File: src/sv/bru_pkg.sv
`timescale 1ns / 1ps
`default_nettype none
// ----------------------------------------------------------------------------
// bru_pkg
// Shared types, constants and saturating fixed point helpers.
// ----------------------------------------------------------------------------
package bru_pkg;

   localparam int VALUE_WIDTH   = 32;
   localparam int FRACTION_BITS = 16;
   localparam int PRODUCT_WIDTH = 2 * VALUE_WIDTH;

   typedef logic signed [VALUE_WIDTH-1:0]   value_type;
   typedef logic signed [PRODUCT_WIDTH-1:0] product_type;

   localparam value_type VALUE_MAX = {1'b0, {(VALUE_WIDTH-1){1'b1}}};
   localparam value_type VALUE_MIN = {1'b1, {(VALUE_WIDTH-1){1'b0}}};
   // fixed point one, clamped when the fraction leaves no room for it
   localparam value_type UNIT_VALUE = (FRACTION_BITS >= VALUE_WIDTH - 1) ?
                                      VALUE_MAX : (value_type'(1) << FRACTION_BITS);

   // register map
   localparam int CSR_INDEX_WIDTH = 3;
   typedef logic [CSR_INDEX_WIDTH-1:0] csr_index_type;
   localparam csr_index_type CSR_FEED_A      = csr_index_type'(0);
   localparam csr_index_type CSR_FEED_B      = csr_index_type'(1);
   localparam csr_index_type CSR_BOUNDARY_Y  = csr_index_type'(2);
   localparam csr_index_type CSR_DIFFUSION_X = csr_index_type'(3);
   localparam csr_index_type CSR_DIFFUSION_Y = csr_index_type'(4);

   typedef struct packed {
      value_type feed_a;
      value_type feed_b;
      value_type boundary_y;
      value_type diffusion_x;
      value_type diffusion_y;
   } cfg_type;

   // one stencil evaluation handed from front end to back end
   typedef struct packed {
      value_type left_x;
      value_type left_y;
      value_type center_x;
      value_type center_y;
      value_type right_x;
      value_type right_y;
      logic      line_end;
   } job_type;

   typedef struct packed {
      logic first;
      logic second;
   } push_type;

   typedef struct packed {
      value_type rate_x;
      value_type rate_y;
      logic      line_end;
   } result_type;

   typedef enum logic {
      WIN_EMPTY,
      WIN_HOLDING
   } window_state_type;

   // job queue: power of two depth, room for two pushes per transaction
   localparam int JOBQ_DEPTH       = 4;
   localparam int JOBQ_PTR_WIDTH   = $clog2(JOBQ_DEPTH);
   localparam int JOBQ_COUNT_WIDTH = $clog2(JOBQ_DEPTH + 1);

   // result queue: power of two depth
   localparam int OUTQ_DEPTH       = 16;
   localparam int OUTQ_PTR_WIDTH   = $clog2(OUTQ_DEPTH);
   localparam int OUTQ_COUNT_WIDTH = $clog2(OUTQ_DEPTH + 1);

   function automatic value_type sat_add(value_type a, value_type b);
      logic [VALUE_WIDTH:0] sum;
      sum = {a[VALUE_WIDTH-1], a} + {b[VALUE_WIDTH-1], b};
      if (sum[VALUE_WIDTH] != sum[VALUE_WIDTH-1]) begin
         sat_add = sum[VALUE_WIDTH] ? VALUE_MIN : VALUE_MAX;
      end else begin
         sat_add = sum[VALUE_WIDTH-1:0];
      end
   endfunction

   function automatic value_type sat_sub(value_type a, value_type b);
      logic [VALUE_WIDTH:0] diff;
      diff = {a[VALUE_WIDTH-1], a} - {b[VALUE_WIDTH-1], b};
      if (diff[VALUE_WIDTH] != diff[VALUE_WIDTH-1]) begin
         sat_sub = diff[VALUE_WIDTH] ? VALUE_MIN : VALUE_MAX;
      end else begin
         sat_sub = diff[VALUE_WIDTH-1:0];
      end
   endfunction

   // exact signed product
   function automatic product_type mul_full(value_type a, value_type b);
      mul_full = product_type'(a) * product_type'(b);
   endfunction

   // drop the fraction (floor) and clamp to the value range
   function automatic value_type sat_prod(product_type p);
      logic [VALUE_WIDTH-FRACTION_BITS:0] upper;
      upper = p[PRODUCT_WIDTH-1:FRACTION_BITS+VALUE_WIDTH-1];
      if ((&upper) || !(|upper)) begin
         sat_prod = p[FRACTION_BITS+VALUE_WIDTH-1:FRACTION_BITS];
      end else begin
         sat_prod = p[PRODUCT_WIDTH-1] ? VALUE_MIN : VALUE_MAX;
      end
   endfunction

endpackage
`default_nettype wire

File: src/sv/bru_front.sv
`timescale 1ns / 1ps
`default_nettype none
// ----------------------------------------------------------------------------
// bru_front
// Accepts mesh points, keeps the three point window, emits stencil jobs.
// ----------------------------------------------------------------------------
module bru_front
   import bru_pkg::*;
(
   input  logic      clock,
   input  logic      reset,
   input  cfg_type   cfg,
   input  logic      req_push,
   output logic      req_full,
   input  value_type req_x_value,
   input  value_type req_y_value,
   input  logic      req_final_point,
   input  logic      jobq_room,
   output push_type  push,
   output job_type   job_first,
   output job_type   job_second
);

   window_state_type state_ff;
   window_state_type state_in;
   value_type        prev_x_ff, prev_y_ff, center_x_ff, center_y_ff;
   value_type        prev_x_in, prev_y_in, center_x_in, center_y_in;
   logic             accept;

   assign accept   = req_push && jobq_room;
   assign req_full = !jobq_room;

   // next state
   always_comb begin
      state_in = state_ff;
      if (accept) begin
         unique case (state_ff)
            WIN_EMPTY:   state_in = req_final_point ? WIN_EMPTY : WIN_HOLDING;
            WIN_HOLDING: state_in = req_final_point ? WIN_EMPTY : WIN_HOLDING;
            default:     state_in = WIN_EMPTY;
         endcase
      end
   end

   // outputs and window update
   always_comb begin
      push        = '0;
      prev_x_in   = prev_x_ff;
      prev_y_in   = prev_y_ff;
      center_x_in = center_x_ff;
      center_y_in = center_y_ff;
      job_first   = '{left_x: prev_x_ff, left_y: prev_y_ff,
                      center_x: center_x_ff, center_y: center_y_ff,
                      right_x: req_x_value, right_y: req_y_value, line_end: 1'b0};
      job_second  = '{left_x: center_x_ff, left_y: center_y_ff,
                      center_x: req_x_value, center_y: req_y_value,
                      right_x: cfg.feed_a, right_y: cfg.boundary_y, line_end: 1'b1};
      if (accept) begin
         unique case (state_ff)
            WIN_EMPTY: begin
               if (req_final_point) begin
                  // single point line: boundary on both sides
                  job_first  = '{left_x: cfg.feed_a, left_y: cfg.boundary_y,
                                 center_x: req_x_value, center_y: req_y_value,
                                 right_x: cfg.feed_a, right_y: cfg.boundary_y,
                                 line_end: 1'b1};
                  push.first = 1'b1;
               end else begin
                  prev_x_in   = cfg.feed_a;
                  prev_y_in   = cfg.boundary_y;
                  center_x_in = req_x_value;
                  center_y_in = req_y_value;
               end
            end
            WIN_HOLDING: begin
               push.first  = 1'b1;
               push.second = req_final_point;
               prev_x_in   = center_x_ff;
               prev_y_in   = center_y_ff;
               center_x_in = req_x_value;
               center_y_in = req_y_value;
            end
            default: push = '0;
         endcase
      end
   end

   always_ff @(posedge clock) begin
      if (reset) begin
         state_ff <= WIN_EMPTY;
      end else begin
         state_ff <= state_in;
      end
   end

   always_ff @(posedge clock) begin
      prev_x_ff   <= prev_x_in;
      prev_y_ff   <= prev_y_in;
      center_x_ff <= center_x_in;
      center_y_ff <= center_y_in;
   end

endmodule
`default_nettype wire

File: config.mk
export PLATFORM = sky130hd
export DESIGN_NAME = bru_front
export DESIGN_NICKNAME = d
export VERILOG_FILES = /design/src/sv/bru_pkg.sv /design/src/sv/bru_front.sv
export SDC_FILE = /design/constraint.sdc
export NUM_CORES = 1
export LEC_CHECK = 0
export BUFFER_PORTS_ARGS = -buffer_cell sky130_fd_sc_hd__buf_2
export CAP_MARGIN = 20
export CORE_AREA = 2 2 237 239
export CTS_BUF_LIST = sky130_fd_sc_hd__clkbuf_8
export DETAILED_ROUTE_END_ITERATION = 10
export DIE_AREA = 0 0 239 241
export PLACE_DENSITY = 0.45
export SLEW_MARGIN = 20
export SYNTH_ARGS = -nofsm -noshare
export SYNTH_HDL_FRONTEND = slang
export SYNTH_SLANG_ARGS = --single-unit
File: constraint.sdc
create_clock -name clock -period 8.8 [get_ports clock]
set_input_delay 1.76 -clock clock [delete_from_list [all_inputs] [get_ports clock]]
set_output_delay 1.76 -clock clock [all_outputs]
set_load 0.02 [all_outputs]
==> qor.yml, run 1 <==
sta:
  rsz0062_at_grt: "false"
  hold_viol: 0
  layout_min_cycle_time_ns: 5.794
  relSlewSlack_pct: 40.98
  tightest_slew_ns: 0.8853
  tns_ns: 0
  clock_skew_ns: 0.02202
  fin_crit_sh_pct: 65.84
  setup_viol: 0
  max_freq_mhz: 172.6
  drv_slew: 0
die:
  die-area_um2: 57600
  core_um2: 54880
  fp.dieW_um: 239
  die_h_um: 241
  rows: 86
  floorplan.initialDensity_pct: 14.68
  ioPinCount: 618
pwr:
  leakage_nw: 4.549
  peakVddDrop_mv: 0.09114
  swShare_pct: 31.84
  comb_power_share_pct: 23.8
  switchingPower_mw: 0.5243
  sequentialPowerShare_pct: 43.7
  p_int_mw: 1.123
  p_per_area_nw_per_um2: 152.9
  total_power_mw: 1.647
  pwr-share-clk_pct: 32.4
critical_path:
  arrival_ns: 4.03
  end_kind: "primary output"
  rr_endpoint: "center_y_ff[5]$_DFFE_PP_"
  worstSetupStartpointType: "input pin"
  reg2reg_slack_ns: 6.45
  cp.required_ns: 7.04
  critPathKind: "input pin to primary output"
  r2r_start: "state_ff$_SDFFE_PP0P_"
  cp_max_fo: 100
  reg2regPathDepth: 3
grt:
  grt-ovfl-total: 0
  grt_max_degree: 101
  track_usage_pct: 8.371
  grt_pass1_wl_mm: 34.67
  antenna_found_initial: 2
  grt_pass1_vias: 5530
clock_network:
  path_clk_slew_ns: 0.08
  cts-root-buf: "clkbuf_8"
  postCtsHoldBufs: 0
  cts_resized: 0
  cts_setup_buffers: 0
  cts_tree: "done"
  cts.sinks: 129
  cts_max_path_buffers: 2
  h-tree-depth: 4
  clock_latency_ns: 0.53
  cts-buffers-inserted: 17
hold_path:
  min_from: "center_y_ff[7]$_DFFE_PP_"
  holdPathEnd: "prev_y_ff[7]$_DFFE_PP_"
  min_path_type: "register to register"
  whs_path_depth: 1
synthesis:
  ys.flop_type: "edfxtp_1"
  synth_fp_nets: 785
  synth_cell_types: 15
  syn-cell-area_um2: 8054
  ys_seq_elements: 129
  synth_top_area_share_pct: 47.72
  synth.avg_cell_area_um2: 14.49
  synthTopCellsByCount: "mux2_1 (169), buf_4 (129), edfxtp_1 (128)"
  synthTopCellsByArea: "edfxtp_1 (48%), mux2_1 (24%), mux2_2 (12%)"
  synth_edf_count: 128
  synth_warnings: 0
  yosysTopAreaCell: "edfxtp_1"
  syn_inst: 556
  seq_area_frac_synth_pct: 47.97
  yosysMostFrequentCell: "mux2_1"
  postSynth.asyncResetShare_pct: 0
cells_and_area:
  multi_input_area_um2: 2959
  finalNetCount: 1172
  seqCellArea_um2: 3867
  design_area_um2: 10770
  layout-drive-gt1-share_pct: 67.15
  fillCellCount: 5972
  syn_to_final_growth_pct: 33.71
route:
  num_vias: 5870
  wl_per_cell_um: 15.21
  antenna_left: 0
  drt_iter0_markers: 173
  drc_errors: 0
  wl_mm: 25.28
  firstDrtPassIters: 4
  via_per_inst: 3.532
place:
  dp_hpwl_mm: 18.69
  gp_congestion: 0.7142
  dpl-instance-area_um2: 10380
  portBuffers: 520
outcome:
  outcome: "finished, final reports clean"
job:
  drv_cap: 0
## placed cells by master, fill, tap and decap left out, drive strengths merged
master      n
a21oi       2
edfxtp    128
clkinv      8
bufinv      3
nand4b      1
a311oi      1
dfxtp       1
nor2        3
diode       2
buf       526
clkinvlp    2
clkbuf     17
mux2      256
conb        1
inv         5
nand2       2
## worst max path at each step
stage | startpoint | slack (ns) | to | depth (start not counted)
after floorplan | req_push | 0.12 | center_x_ff[0]$_DFFE_PP_ | 2
after global placement | req_final_point | 3.11 | job_first[47] | 5
after detailed placement | req_final_point | 3.11 | job_first[47] | 5
after CTS | req_final_point | 3.11 | job_first[47] | 5
after global routing | req_final_point | 2.93 | job_first[82] | 5
final | req_final_point | 3.01 | job_first[82] | 5
## final cells by class
cell class / count / share of cell area [%]
flip-flops and latches: 129 / 35.91
multi-input cells: 266 / 27.48
well taps: 704 / 8.179
clock inverters: 15 / 1.406
inverters: 3 / 0.1046
diodes: 2 / 0.04647
clock buffers: 17 / 2.173
repair buffers: 526 / 24.70
## power by group through the flow
stage          Clock (mW)  Combinational [mW]  Sequential [mW]
3_3_place_gp            0               0.400            0.735
6_report            0.534               0.392            0.720
5_1_grt             0.593               0.421            0.724
3_5_place_dp            0               0.400            0.735
2_1_floorplan           0               0.268            0.744
4_1_cts             0.577               0.401            0.721
## sequential cells by signal, indices dropped and copies added, names as in the netlist
register     cells
state_ff         1
center_x_ff     32
prev_y_ff       32
prev_x_ff       32
center_y_ff     32
## per-stage QoR
step                      hold WS, ns  setup WS, ns  util, %  std cells
after floorplan                0.7345        0.1179        -        556
after global placement         0.5820         3.106    18.91       1628
after detailed placement       0.5869         3.109    18.91       1628
after CTS                      0.6074         3.109    19.61       1660
after global routing           0.6183         2.928    19.62       1662
final                          0.6015         3.006    19.62       1662
## critical path: stages
cell      delay (ns)
buf_2           0.17
nand4b_4        0.65
buf_12          0.48
mux2_1          0.53
buf_2           0.18
## kinds of logic (layout without fill, tap and decap cells)
group / Yosys count / after routing / synth area share, %
AOI/OAI and AO/OA: 3 / 3 / 0.2331
and+or+nand+nor: 6 / 6 / 0.5282
DFF: 129 / 129 / 47.97
muxes: 256 / 256 / 35.79
buffers and inverters: 161 / 561 / 15.43
other: 1 / 3 / 0.04656
## layer usage
layer | vias up | GRT usage [%] | wire (µm) | share of wire [%]
li1 | 2720 | - | - | -
met1 | 2784 | 8.805 | 9807 | 39
met2 | 333 | 14.12 | 12430 | 49
met3 | 33 | 3.100 | 2065 | 8.2
met4 | 0 | 5.455 | 980 | 3.9
met5 | - | 0 | 0 | 0
(Power assumes the default switching activity.)
==> inputs of run 2 (changes only) <==
--- a/config.mk
+++ b/config.mk
@@ -5,6 +5,7 @@
 export SDC_FILE = /design/constraint.sdc
 export NUM_CORES = 1
 export LEC_CHECK = 0
+export ABC_AREA = 1
 export BUFFER_PORTS_ARGS = -buffer_cell sky130_fd_sc_hd__buf_2
 export CAP_MARGIN = 20
 export CORE_AREA = 2 2 237 239
==> constraint.sdc (replaced) <==
create_clock -name clock -period 5.2 [get_ports clock]
set_input_delay 1.04 -clock clock [delete_from_list [all_inputs] [get_ports clock]]
set_output_delay 1.04 -clock clock [all_outputs]
set_load 0.02 [all_outputs]
==> qor.yml, run 2 <==
die:
  die-area_um2: 57600  # unchanged
  die_h_um: 241  # unchanged
  rows: 86  # unchanged
  core_um2: 54880  # unchanged
  floorplan.initialDensity_pct: 14.69  # about the same
  ioPinCount: 618  # unchanged
  fp.dieW_um: 239  # unchanged
sta:
  fin_crit_sh_pct: 72.35
  layout_min_cycle_time_ns: 3.762
  layout_setup_ws_ns: 1.438  # -1.568 ns
  rsz0062_at_grt: "false"
  whs_ns: 0.5783  # -0.02313 ns
  clock_skew_ns: 0.008284  # -0.01373 ns
  hold_viol: 0  # unchanged
  drv_slew: 0  # unchanged
  tightest_slew_ns: 0.9220  # +0.03675 ns
  tns_ns: 0  # unchanged
  relSlewSlack_pct: 38.53  # -2.4 points
  setup_viol: 0  # unchanged
  max_freq_mhz: 265.8
clock_network:
  cts-buffers-inserted: 17  # unchanged
  cts_max_path_buffers: 2  # unchanged
  cts_tree: "done"
  postCtsHoldBufs: 0  # unchanged
  cts_setup_buffers: 0  # unchanged
  cts.sinks: 129  # unchanged
  h-tree-depth: 4  # unchanged
  path_clk_slew_ns: 0.07  # about the same
  cts-root-buf: "clkbuf_8"
  clock_latency_ns: 0.52  # about the same
  cts_resized: 0  # unchanged
place:
  dpl-instance-area_um2: 10400  # +0.19%
  portBuffers: 520  # unchanged
  dp_cells: 2086  # +28%
  dp_slack_ns: 1.402  # -1.707 ns
  gp_congestion: 0.8041  # +13%
  dp_hpwl_mm: 21.38  # +14%
outcome:
  outcome: "finished, final reports clean"
pwr:
  p_per_area_nw_per_um2: 272.7  # +78%
  switchingPower_mw: 0.9801  # +87%
  peakVddDrop_mv: 0.1611  # +77%
  leakage_nw: 5.750  # +26%
  comb_power_share_pct: 25.3  # +1.5 points
  swShare_pct: 33.17  # +1.3 points
  p_int_mw: 1.974  # +76%
  sequentialPowerShare_pct: 41.2  # -2.5 points
  total_power_mw: 2.954  # +79%
  pwr-share-clk_pct: 33.5  # +1.1 points
synthesis:
  synth_cell_types: 13  # -2
  synth_top_area_share_pct: 47.69  # about the same
  syn-cell-area_um2: 8060  # about the same
  synth.avg_cell_area_um2: 7.735  # -47%
  yosysTopAreaCell: "edfxtp_1"
  yosysMostFrequentCell: "nand2_1"
  synthTopCellsByArea: "edfxtp_1 (48%), nand2_1 (27%), buf_4 (14%)"
  ys.flop_type: "edfxtp_1"
  syn_inst: 1042  # +87%
  synth_warnings: 0  # unchanged
  seq_area_frac_synth_pct: 47.94  # about the same
  postSynth.asyncResetShare_pct: 0  # unchanged
  ys_seq_elements: 129  # unchanged
  synth_edf_count: 128  # unchanged
  synth_fp_nets: 1271  # +62%
  synthTopCellsByCount: "nand2_1 (579), buf_4 (145), nand3_1 (129)"
grt:
  antenna_found_initial: 6  # +4
  grt_max_degree: 130  # +29%
  grt_pass1_vias: 7262  # +31%
  track_usage_pct: 10.05  # +1.7 points
  grt_pass1_wl_mm: 43.39  # +25%
  grt-ovfl-total: 0  # unchanged
hold_path:
  min_from: "center_y_ff[10]$_DFFE_PP_"
  min_path_type: "register to register"
critical_path:
  rr_endpoint: "prev_x_ff[4]$_DFFE_PP_"
  cp-startpoint: "jobq_room"
  critPathKind: "input pin to primary output"
  worstSetupStartpointType: "input pin"
  end_kind: "primary output"
  r2r_start: "state_ff$_SDFFE_PP0P_"
  arrival_ns: 2.72  # -1.31 ns
  reg2reg_slack_ns: 3.10  # -3.35 ns
  cp.required_ns: 4.16  # -2.88 ns
  crit_end: "job_first[51]"
  reg2regPathDepth: 5  # +2
  cp_max_fo: 52  # -48%
route:
  wl_met3_mm: 2.332  # +13%
  top_layer_used: "met5"
  num_vias: 8115  # +38%
  wl_per_cell_um: 14.18  # -6.8%
  drc_errors: 0  # unchanged
  wl_met2_mm: 14.85  # +19%
  via_per_inst: 3.830  # +8.4%
  firstDrtPassIters: 5  # +1
  antenna_left: 0  # unchanged
  drt_iter0_markers: 362  # +110%
  met1_length_mm: 12.20  # +24%
  wl_mm: 30.05  # +19%
cells_and_area:
  finalNetCount: 1630  # +39%
  fillCellCount: 6247  # +4.6%
  fin_cells: 2119  # +27%
  final_cell_mix: "nand2_1 (578), buf_2 (520), nand3_1 (129), edfxtp_1 (128), clkbuf_8 (17)"
  layout-drive-gt1-share_pct: 39.89  # -27 points
  syn_to_final_growth_pct: 34.40
  fin_util_pct: 19.74  # +0.12 points
  design_area_um2: 10830  # +0.59%
  final_common_cell: "nand2_1"
job:
  drv_cap: 0  # unchanged
==> run 2: worst min path at each step <==
stage               cells after the start  slack (ns)                 endpoint
floorplan                               3        0.67    state_ff$_SDFFE_PP0P_
global placement                        2        0.56   prev_x_ff[6]$_DFFE_PP_
detailed placement                      2        0.56  prev_y_ff[20]$_DFFE_PP_
CTS                                     2        0.59  prev_x_ff[28]$_DFFE_PP_
global route                            2        0.61   prev_x_ff[9]$_DFFE_PP_
finish                                  2        0.58  prev_y_ff[10]$_DFFE_PP_
==> run 2: critical path: stages <==
cell,delay (ns)
buf_2,0.11
nand2_1,0.21
inv_4,0.08
nand2_4,0.53
buf_12,0.27
nand2_1,0.07
nand2_1,0.16
buf_2,0.20
==> run 2: cell families after synthesis <==
logic type	after synthesis	share of synthesized area [%]
flops	129	47.94
other cells	1	0.04652
compound gates	1	0.06203
simple gates	713	35.30
buf+inv	198	16.66
==> run 2: layer usage <==
metal  global-route usage, %  vias up
li1                        -     3940
met1                   11.56     3778
met2                   16.70      349
met3                   4.106       40
met4                   3.750        8
met5                       0        -
==> run 2: cell type report <==
type / instances / area (µm²) / share of cell area [%]
repair buffers: 532 / 2755 / 25.43
diodes: 1 / 2.502 / 0.02310
multi-input cells: 715 / 2869 / 26.48
well taps: 704 / 880.8 / 8.131
flip-flops and latches: 129 / 3867 / 35.70
clock inverters: 15 / 197.7 / 1.825
clock buffers: 17 / 234.0 / 2.160
inverters: 6 / 26.28 / 0.2426
==> run 2: power groups by stage <==
| stage | clock [mW] | combinational [mW] | sequential, mW |
|---|---|---|---|
| final | 0.989 | 0.748 | 1.22 |
| after global routing | 1.10 | 0.815 | 1.22 |
| after CTS | 1.07 | 0.761 | 1.22 |
| after detailed placement | 0 | 0.760 | 1.24 |
| after global placement | 0 | 0.757 | 1.24 |
| after floorplan | 0 | 0.490 | 1.26 |
