[config.mk]
export PLATFORM = sky130hd
export DESIGN_NAME = bru_csr
export DESIGN_NICKNAME = d
export VERILOG_FILES = /design/src/sv/bru_pkg.sv /design/src/sv/bru_csr.sv
export SDC_FILE = /design/constraint.sdc
export NUM_CORES = 1
export LEC_CHECK = 0
export ABC_CLOCK_PERIOD_IN_PS = 1300
export BUFFER_PORTS_ARGS = -buffer_cell sky130_fd_sc_hd__buf_4
export CELL_PAD_IN_SITES_DETAIL_PLACEMENT = 1
export CELL_PAD_IN_SITES_GLOBAL_PLACEMENT = 1
export CORE_ASPECT_RATIO = 1.5
export CORE_MARGIN = 2
export CORE_UTILIZATION = 39
export CTS_CLUSTER_DIAMETER = 60
export DETAILED_ROUTE_END_ITERATION = 7
export HOLD_SLACK_MARGIN = 0.1
export MAX_ROUTING_LAYER = met4
export PLACE_DENSITY_LB_ADDON = 0.3
export SYNTH_ARGS = -nofsm -noshare
export SYNTH_HDL_FRONTEND = slang
export SYNTH_SLANG_ARGS = --single-unit
[constraint.sdc]
create_clock -name clock -period 1.3 [get_ports clock]
set_input_delay 0.26 -clock clock [delete_from_list [all_inputs] [get_ports clock]]
set_output_delay 0.26 -clock clock [all_outputs]
set_load 0.01 [all_outputs]
[src/sv/bru_pkg.sv]
`timescale 1ns / 1ps
`default_nettype none
// ----------------------------------------------------------------------------
// bru_pkg
// Shared types, constants and saturating fixed point helpers.
// ----------------------------------------------------------------------------
package bru_pkg;

   localparam int VALUE_WIDTH   = 32;
   localparam int FRACTION_BITS = 16;
   localparam int PRODUCT_WIDTH = 2 * VALUE_WIDTH;

   typedef logic signed [VALUE_WIDTH-1:0]   value_type;
   typedef logic signed [PRODUCT_WIDTH-1:0] product_type;

   localparam value_type VALUE_MAX = {1'b0, {(VALUE_WIDTH-1){1'b1}}};
   localparam value_type VALUE_MIN = {1'b1, {(VALUE_WIDTH-1){1'b0}}};
   // fixed point one, clamped when the fraction leaves no room for it
   localparam value_type UNIT_VALUE = (FRACTION_BITS >= VALUE_WIDTH - 1) ?
                                      VALUE_MAX : (value_type'(1) << FRACTION_BITS);

   // register map
   localparam int CSR_INDEX_WIDTH = 3;
   typedef logic [CSR_INDEX_WIDTH-1:0] csr_index_type;
   localparam csr_index_type CSR_FEED_A      = csr_index_type'(0);
   localparam csr_index_type CSR_FEED_B      = csr_index_type'(1);
   localparam csr_index_type CSR_BOUNDARY_Y  = csr_index_type'(2);
   localparam csr_index_type CSR_DIFFUSION_X = csr_index_type'(3);
   localparam csr_index_type CSR_DIFFUSION_Y = csr_index_type'(4);

   typedef struct packed {
      value_type feed_a;
      value_type feed_b;
      value_type boundary_y;
      value_type diffusion_x;
      value_type diffusion_y;
   } cfg_type;

   // one stencil evaluation handed from front end to back end
   typedef struct packed {
      value_type left_x;
      value_type left_y;
      value_type center_x;
      value_type center_y;
      value_type right_x;
      value_type right_y;
      logic      line_end;
   } job_type;

   typedef struct packed {
      logic first;
      logic second;
   } push_type;

   typedef struct packed {
      value_type rate_x;
      value_type rate_y;
      logic      line_end;
   } result_type;

   typedef enum logic {
      WIN_EMPTY,
      WIN_HOLDING
   } window_state_type;

   // job queue: power of two depth, room for two pushes per transaction
   localparam int JOBQ_DEPTH       = 4;
   localparam int JOBQ_PTR_WIDTH   = $clog2(JOBQ_DEPTH);
   localparam int JOBQ_COUNT_WIDTH = $clog2(JOBQ_DEPTH + 1);

   // result queue: power of two depth
   localparam int OUTQ_DEPTH       = 16;
   localparam int OUTQ_PTR_WIDTH   = $clog2(OUTQ_DEPTH);
   localparam int OUTQ_COUNT_WIDTH = $clog2(OUTQ_DEPTH + 1);

   function automatic value_type sat_add(value_type a, value_type b);
      logic [VALUE_WIDTH:0] sum;
      sum = {a[VALUE_WIDTH-1], a} + {b[VALUE_WIDTH-1], b};
      if (sum[VALUE_WIDTH] != sum[VALUE_WIDTH-1]) begin
         sat_add = sum[VALUE_WIDTH] ? VALUE_MIN : VALUE_MAX;
      end else begin
         sat_add = sum[VALUE_WIDTH-1:0];
      end
   endfunction

   function automatic value_type sat_sub(value_type a, value_type b);
      logic [VALUE_WIDTH:0] diff;
      diff = {a[VALUE_WIDTH-1], a} - {b[VALUE_WIDTH-1], b};
      if (diff[VALUE_WIDTH] != diff[VALUE_WIDTH-1]) begin
         sat_sub = diff[VALUE_WIDTH] ? VALUE_MIN : VALUE_MAX;
      end else begin
         sat_sub = diff[VALUE_WIDTH-1:0];
      end
   endfunction

   // exact signed product
   function automatic product_type mul_full(value_type a, value_type b);
      mul_full = product_type'(a) * product_type'(b);
   endfunction

   // drop the fraction (floor) and clamp to the value range
   function automatic value_type sat_prod(product_type p);
      logic [VALUE_WIDTH-FRACTION_BITS:0] upper;
      upper = p[PRODUCT_WIDTH-1:FRACTION_BITS+VALUE_WIDTH-1];
      if ((&upper) || !(|upper)) begin
         sat_prod = p[FRACTION_BITS+VALUE_WIDTH-1:FRACTION_BITS];
      end else begin
         sat_prod = p[PRODUCT_WIDTH-1] ? VALUE_MIN : VALUE_MAX;
      end
   endfunction

endpackage
`default_nettype wire

[src/sv/bru_csr.sv]
`timescale 1ns / 1ps
`default_nettype none
// ----------------------------------------------------------------------------
// bru_csr
// Configuration register file, write only.
// ----------------------------------------------------------------------------
module bru_csr
   import bru_pkg::*;
(
   input  logic          clock,
   input  logic          reset,
   input  logic          csr_wr_en,
   input  csr_index_type csr_index,
   input  value_type     csr_wdata,
   output cfg_type       cfg
);

   cfg_type cfg_ff;
   cfg_type cfg_in;

   always_comb begin
      cfg_in = cfg_ff;
      if (csr_wr_en) begin
         unique case (csr_index)
            CSR_FEED_A:      cfg_in.feed_a      = csr_wdata;
            CSR_FEED_B:      cfg_in.feed_b      = csr_wdata;
            CSR_BOUNDARY_Y:  cfg_in.boundary_y  = csr_wdata;
            CSR_DIFFUSION_X: cfg_in.diffusion_x = csr_wdata;
            CSR_DIFFUSION_Y: cfg_in.diffusion_y = csr_wdata;
            default:         cfg_in             = cfg_ff;
         endcase
      end
   end

   always_ff @(posedge clock) begin
      if (reset) begin
         cfg_ff <= '0;
      end else begin
         cfg_ff <= cfg_in;
      end
   end

   assign cfg = cfg_ff;

endmodule
`default_nettype wire

==> reports/qor.yml, run 1 <==
place:
  io_buffers: 197
  dp_hpwl_um: 12950
  place_congestion: 0.8062
  dp.cells: 941
  place_area_sq_um: 8197
  pre_cts_ws_ns: -0.1262
synth:
  synth-seq-cells: 160
  ys_seq_area_share_pct: 50.91
  mappedNetlistArea_sq_um: 6291
  yosysWarnings: 0
  synth.avg_cell_area_sq_um: 11.27
  synth_cell_types: 12
  syn_inst: 558
  syn-num-nets: 596
critical_path:
  cp.depth: 1
  crit_fanout: 2
  cp.arrival_ns: 0.93
  crit_type: "reg2out"
  crit_chain: "buf_4"
  cp.required_ns: 1.04
  cp-start-kind: "flip-flop"
  crit_buf_inv: 1
  cpPeakStageDelay_ns: 0.37
  cp_slowest_cell: "dfxtp_1"
  rr_worst_depth: 2
  cp-end-kind: "output port"
  crit_family: "flip-flops"
sta:
  finalHoldViolCount: 0
  slew_viol_final: 0
  fin_crit_sh_pct: 91.55
  holdWs_ns: 0.2200
  setup_viol: 0
  setup_slack_ns: 0.1098
  slew_headroom_pct: 80.78
  period_needed_ns: 1.190
  finClkSkew_ns: 0
  worst_slew_pin_slew_ns: 0.2871
  rsz0062_at_grt: "no"
  timing.fmax_mhz: 840.2
routing:
  wl_per_cell_um: 18.54
  vias_per_cell: 4.816
  first_pass_iters: 4
  ant_nets: 0
  wl_um: 18040
  remaining_drc_errors: 0
  drt_iter0_markers: 142
  vias: 4686
cells_and_area:
  drive_gt1_share_pct: 33.25
  largest_reg_flops: 160
  antenna_cells: 0
  fin_nets: 795
  num-fill-cells: 1727
  area.growth.synth_to_final_pct: 39.32
  design_area_sq_um: 8765
  layoutNonFillerInstCount: 973
cts:
  insertion_delay_ns: 0.41
  postCtsHoldBufs: 0
  clockRootBuffer: "clkbuf_16"
  cts_resized: 0
  cts_buffer_depth: 2
  cts_tree: "yes"
  post_cts_buffers: 0
  cts_sinks: 160
  clk_pin_slew_ns: 0.07
  htree_levels: 4
  cts_buffers: 17
pwr:
  pwr_density_cell_nw_per_um2: 1229
  power.leakage_nw: 4.392
  vdd_drop_max_mv: 0.5853
  fin_total_pwr_mw: 10.77
global_route:
  antenna_found_initial: 0
  grtUsageMet3_pct: 4.093
  grt_pass1_wl_um: 28160
  gr-total-overflow: 0
  grt_pass1_vias: 5129
  grt_usage_pct: 21.78
  met1_usage_pct: 23.66
  globalRouteMet2Util_pct: 39.05
  grt_max_degree: 59
  busiest_layer: "met2"
min_path:
  hold_path_depth: 3
  hold_path_class: "in2reg"
die:
  num_rows: 56
  fp.dieArea_sq_um: 17180
  core_sq_um: 15700
  initial_core_util_pct: 40.08
  die_x_um: 107.7
  io_pins: 198
  die_h_um: 159.6
run_status:
  status: "completed"
flow_run:
  maxCapViolCount: 0
[logic make-up (layout without fill, tap and decap cells)]
logic type | count (synthesis) | after routing | share of synthesized area, %
simple gates | 199 | 199 | 20.47
mux | 160 | 160 | 25.46
buf+inv | 39 | 251 | 3.162
flops | 160 | 160 | 50.91
[power breakdown]
part	switching [mW]	internal, mW
registers	0.0661	5.01
logic	0.419	0.477
clock network	2.19	2.61
[synthesized netlist by cell type]
cell type | instances | share of area (%)
or4b_1 | 1 | 0.16
buf_4 | 10 | 1.2
nand4bb_1 | 3 | 0.54
buf_6 | 1 | 0.18
nor4b_4 | 1 | 0.38
nor4bb_1 | 1 | 0.16
dfxtp_1 | 160 | 51
nand4b_1 | 1 | 0.14
nand2b_1 | 192 | 19
mux2i_1 | 160 | 25
clkbuf_1 | 22 | 1.3
buf_2 | 6 | 0.48
[stage by stage]
stage	util [%]	setup TNS, ns
final	55.84	0
after global routing	55.84	0
after CTS	55.84	0
after detailed placement	52.22	-3.832
after global placement	52.22	-2.156
after floorplan	-	0
[layout by cell type (no fill, tap or decap), drive strengths merged]
master | netlist | layout
clkinv | 0 | 4
clkinvlp | 0 | 2
inv | 0 | 7
nand2b | 192 | 192
mux2i | 160 | 160
or4b | 1 | 1
dfxtp | 160 | 160
nand4b | 1 | 1
buf | 17 | 219
nand4bb | 3 | 3
clkbuf | 22 | 19
nor4bb | 1 | 1
nor4b | 1 | 1
[metal layers]
layer	wire length [um]	share of wire (%)
met1	7147	40
met2	9807	54
met3	724	4.0
met4	362	2.0
met5	0	0
[final timing paths]
check	startpoint	endpoint	slack, ns
worst min-delay path	csr_wdata[11]	cfg[107]	0.22
worst max-delay path	cfg[36]	cfg[36]	0.11
worst max register to register	cfg[38]	cfg[38]	0.61
worst min register to register	cfg[49]	cfg[49]	0.48
[cell type report]
cell class | instances | area [sq um] | area share (%)
clock inverters | 13 | 115.1 | 1.313
repair buffers | 219 | 1807 | 20.61
flip-flops and latches | 160 | 3203 | 36.55
multi-input cells | 359 | 2933 | 33.46
well taps | 203 | 254.0 | 2.898
clock buffers | 19 | 452.9 | 5.168
No activity file was read; power rests on OpenSTA's default activity.
==> inputs of run 2 (changes only) <==
--- a/config.mk
+++ b/config.mk
@@ -6,7 +6,7 @@
 export NUM_CORES = 1
 export LEC_CHECK = 0
 export ABC_CLOCK_PERIOD_IN_PS = 1300
-export BUFFER_PORTS_ARGS = -buffer_cell sky130_fd_sc_hd__buf_4
+export BUFFER_PORTS_ARGS = -buffer_cell sky130_fd_sc_hd__buf_2
 export CELL_PAD_IN_SITES_DETAIL_PLACEMENT = 1
 export CELL_PAD_IN_SITES_GLOBAL_PLACEMENT = 1
 export CORE_ASPECT_RATIO = 1.5
==> run 2 against run 1 <==
First-iteration DRC count increased by 23%. Cell area decreased by 5.8%. Non-clock buffer count increased by 2. Clock skew unchanged. Worst hold slack got worse by 0.0036 ns. Sequential cell count unchanged. Sequential share of layout area increased by 2.3 points. Largest cell class unchanged. Highest routed layer unchanged.
==> reports/qor.yml, run 2 (synthesized netlist as in run 1, its figures left out) <==
cts:
  postCtsHoldBufs: 0
  cts_resized: 0
  cts_buffers: 17
  cts_buffer_depth: 2
  post_cts_buffers: 0
  clk_pin_slew_ns: 0.07
  cts_sinks: 160
  insertion_delay_ns: 0.40
  htree_levels: 4
  cts_tree: "yes"
  clockRootBuffer: "clkbuf_16"
run_status:
  status: "completed"
sta:
  timing.fmax_mhz: 843.6
  finClkSkew_ns: 0
  fin_tns_setup_ns: 0
  period_needed_ns: 1.185
  slew_headroom_pct: 77.69
  setup_slack_ns: 0.1147
  finalHoldViolCount: 0
  fin_crit_sh_pct: 91.18
  slew_viol_final: 0
  setup_viol: 0
  rsz0062_at_grt: "no"
  worst_slew_pin_slew_ns: 0.3299
  holdWs_ns: 0.2164
critical_path:
  crit_family: "flip-flops"
  rr_worst_depth: 2
  crit_chain: "buf_2"
  endpoint: "cfg[99]"
  r2r-start: "cfg[101]"
  critPathLaunch: "cfg[99]"
  reg2reg_setup_slack_ns: 0.65
  cp.depth: 1
  cp.arrival_ns: 0.93
  cp.required_ns: 1.04
  cp-start-kind: "flip-flop"
  cp-end-kind: "output port"
  cp_slowest_cell: "dfxtp_1"
  crit_buf_inv: 1
  crit_fanout: 2
  cpPeakStageDelay_ns: 0.36
  crit-reg2reg-capture: "cfg[101]"
  crit_type: "reg2out"
cells_and_area:
  layout_common_cells: "196 x buf_2, 192 x nand2b_1, 160 x mux2i_1, 160 x dfxtp_1, 17 x clkbuf_16"
  antenna_cells: 0
  largest_reg_flops: 160
  fin_nets: 797
  area.growth.synth_to_final_pct: 31.23
  final_common_cell: "buf_2"
  design_area_sq_um: 8255
  drive_gt1_share_pct: 33.29
die:
  num_rows: 56
  die_x_um: 107.7
  core_sq_um: 15700
  initial_core_util_pct: 40.08
  fp.dieArea_sq_um: 17180
  die_h_um: 159.6
  io_pins: 198
pwr:
  fin_total_pwr_mw: 10.54
  pwr_density_cell_nw_per_um2: 1276
  power.leakage_nw: 4.356
  vdd_drop_max_mv: 0.6453
global_route:
  antenna_found_initial: 0
  gr-total-overflow: 0
  grt_pass1_wl_um: 27390
  grt_pass1_vias: 5061
  grt_usage_pct: 21.11
  grt_max_degree: 61
routing:
  remaining_drc_errors: 0
  vias: 4675
  ant_nets: 0
  first_pass_iters: 4
  wl_um: 17560
  vias_per_cell: 4.795
  wl_per_cell_um: 18.01
  drt_iter0_markers: 174
place:
  pre_cts_ws_ns: -0.1306
  dp_hpwl_um: 12790
  io_buffers: 197
  place_congestion: 0.7682
  place_area_sq_um: 7709
min_path:
  hold_path_class: "in2reg"
flow_run:
  maxCapViolCount: 0
[run 2: final cells by class]
cell class	count	area (sq um)
Tap cell	203	254.0
Multi-Input combinational cell	359	2933
Sequential cell	160	3203
Clock inverter	13	103.9
Timing Repair Buffer	221	1319
Fill cell	1743	7440
Clock buffer	19	442.9
[run 2: worst min-delay path by stage]
stage,start,endpoint,slack (ns),depth (start not counted)
final,csr_wdata[14],cfg[78],0.22,3
after global routing,csr_wdata[11],cfg[43],0.24,3
after CTS,csr_wdata[14],cfg[78],0.21,3
after detailed placement,cfg[157],cfg[157],0.46,2
after global placement,cfg[133],cfg[133],0.46,2
after floorplan,csr_index[0],cfg[128],0.45,2
[run 2: where the power goes]
group / internal (mW) / switching [mW]
clock network: 2.53 / 2.13
registers: 5.01 / 0.0594
logic: 0.390 / 0.419
total: 7.93 / 2.61
[run 2: layer usage]
| metal | wire length, um | global-route usage [%] |
|---|---|---|
| met5 | 0 | - |
| met4 | 238 | 5.594 |
| met3 | 755 | 4.298 |
| met2 | 9541 | 38.56 |
| met1 | 7021 | 22.81 |
[run 2: through the flow]
| stage | instances | util (%) |
|---|---|---|
| after floorplan | 558 | - |
| after global placement | 943 | 49.12 |
| after detailed placement | 943 | 49.12 |
| after CTS | 975 | 52.60 |
| after global routing | 975 | 52.60 |
| final | 975 | 52.60 |
==> inputs of run 3 (changes only) <==
--- a/config.mk
+++ b/config.mk
@@ -12,6 +12,7 @@
 export CORE_ASPECT_RATIO = 1.5
 export CORE_MARGIN = 2
 export CORE_UTILIZATION = 39
+export CTS_BUF_LIST = sky130_fd_sc_hd__clkbuf_16
 export CTS_CLUSTER_DIAMETER = 60
 export DETAILED_ROUTE_END_ITERATION = 7
 export HOLD_SLACK_MARGIN = 0.1
==> run 3 against run 2 <==
First-iteration DRC count fell by 5.2%. Clock-buffer cell count fell by 2. Via count is essentially flat. Combinational power about the same. Register-to-register slack is essentially flat. Cell area shrank 0.12%. Core utilization shrank 0.064 points. Clock skew did not move. Non-clock buffer count unchanged. Setup slack got worse by 0.0072 ns.
==> reports/qor.yml, run 3 (synthesized netlist as in run 1, its figures left out) <==
run_status:
  status: "completed"
critical_path:
  crit_type: "reg2out"
  cp-end-kind: "output port"
  cpPeakStageDelay_ns: 0.36
  crit-reg2reg-capture: "cfg[101]"
  cp-start-kind: "flip-flop"
  crit_fanout: 2
  crit_buf_inv: 1
  crit_family: "flip-flops"
  rr_worst_depth: 2
  reg2reg_setup_slack_ns: 0.65
  crit_chain: "buf_2"
  cp.arrival_ns: 0.93
  cp_slowest_cell: "dfxtp_1"
  cp.required_ns: 1.04
  r2r-start: "cfg[101]"
routing:
  vias_per_cell: 4.797
  first_pass_iters: 4
  wl_um: 17580
  ant_nets: 0
  met1_length_um: 7035
  wl_per_cell_um: 18.03
  drt_iter0_markers: 165
  highest_layer: "met4"
  route.met2.wl_um: 9515
  vias: 4677
  routed-wl-met3_um: 750
  remaining_drc_errors: 0
min_path:
  hold_path_class: "in2reg"
  min_from: "csr_wdata[11]"
  hold_path_depth: 3
  whs_endpoint: "cfg[11]"
die:
  initial_core_util_pct: 40.08
  die_x_um: 107.7
  core_sq_um: 15700
  num_rows: 56
  io_pins: 198
  fp.dieArea_sq_um: 17180
  die_h_um: 159.6
cells_and_area:
  final_common_cell: "buf_2"
  layout_common_cells: "196 x buf_2, 192 x nand2b_1, 160 x mux2i_1, 160 x dfxtp_1, 17 x clkbuf_16"
  antenna_cells: 0
  num-fill-cells: 1744
  fin_nets: 797
  drive_gt1_share_pct: 33.16
  largest_reg_flops: 160
  area.growth.synth_to_final_pct: 31.07
pwr:
  vdd_drop_max_mv: 0.5505
  power.leakage_nw: 4.355
  pwr_density_cell_nw_per_um2: 1272
  fin_total_pwr_mw: 10.49
cts:
  cts_sinks: 160
  clk_pin_slew_ns: 0.07
  clockRootBuffer: "clkbuf_16"
  htree_levels: 4
  insertion_delay_ns: 0.41
  cts_buffer_depth: 2
  cts_tree: "yes"
  cts_buffers: 17
  cts_resized: 0
  post_cts_buffers: 0
  postCtsHoldBufs: 0
global_route:
  grt_max_degree: 61
  grt_pass1_wl_um: 27430
  grt_pass1_vias: 5068
  grt_usage_pct: 21.24
  antenna_found_initial: 0
  gr-total-overflow: 0
place:
  place_congestion: 0.7682
  io_buffers: 197
  dp_hpwl_um: 12790
sta:
  finClkSkew_ns: 0
  rsz0062_at_grt: "no"
  period_needed_ns: 1.193
  fin_crit_sh_pct: 91.74
  holdWs_ns: 0.2084
  fin_tns_setup_ns: 0
  slew_viol_final: 0
  setup_viol: 0
  finalHoldViolCount: 0
  worst_slew_pin_slew_ns: 0.3299
  slew_headroom_pct: 77.69
  timing.fmax_mhz: 838.5
flow_run:
  maxCapViolCount: 0
-- run 3: cell count changes in the layout (fill, tap and decap cells not counted) --
cell	change
inv_1	+1
clkbuf_1	-1
clkbuf_8	-1
clkinv_1	+1
-- run 3: area by class of cell --
class | count | area [sq um] | area share (%)
clock buffer | 17 | 425.4 | 5.159
clock inverter | 15 | 111.4 | 1.351
multi-input combinational | 359 | 2933 | 35.57
sequential | 160 | 3203 | 38.85
tap | 203 | 254.0 | 3.080
timing repair buffer | 221 | 1319 | 15.99
-- run 3: worst min-delay path: stages --
cell,delay [ns]
buf_2,0.07
nand2b_1,0.12
mux2i_1,0.14
-- run 3: power by group --
group / total [mW] / internal, mW / switching, mW / leakage [nW]
registers: 5.07 / 5.01 / 0.0594 / 1.29
logic: 0.808 / 0.390 / 0.419 / 2.81
clock network: 4.61 / 2.46 / 2.15 / 0.252
-- run 3: metrics by stage --
step                      area (sq um)  util (%)  cells  setup slack [ns]
after floorplan                   6291         -    558            0.1188
after global placement            7709     49.12    943          -0.09209
after detailed placement          7709     49.12    943           -0.1306
after CTS                         8245     52.54    975           0.08382
after global routing              8245     52.54    975           0.05808
final                             8245     52.54    975            0.1074
-- run 3: per-layer routing --
metal	global-route usage, %	vias up
li1	-	2245
met1	22.84	2286
met2	38.54	128
met3	4.298	18
met4	6.469	0
met5	-	-
-- run 3: how the worst max path moves through the flow --
stage,depth (start not counted),slack (ns),endpoint,from
after floorplan,3,0.12,cfg[149],csr_index[0]
after global placement,4,-0.09,cfg[156],csr_index[0]
after detailed placement,5,-0.13,cfg[146],csr_index[0]
after CTS,1,0.08,cfg[134],cfg[134]
after global routing,1,0.06,cfg[99],cfg[99]
final,1,0.11,cfg[99],cfg[99]
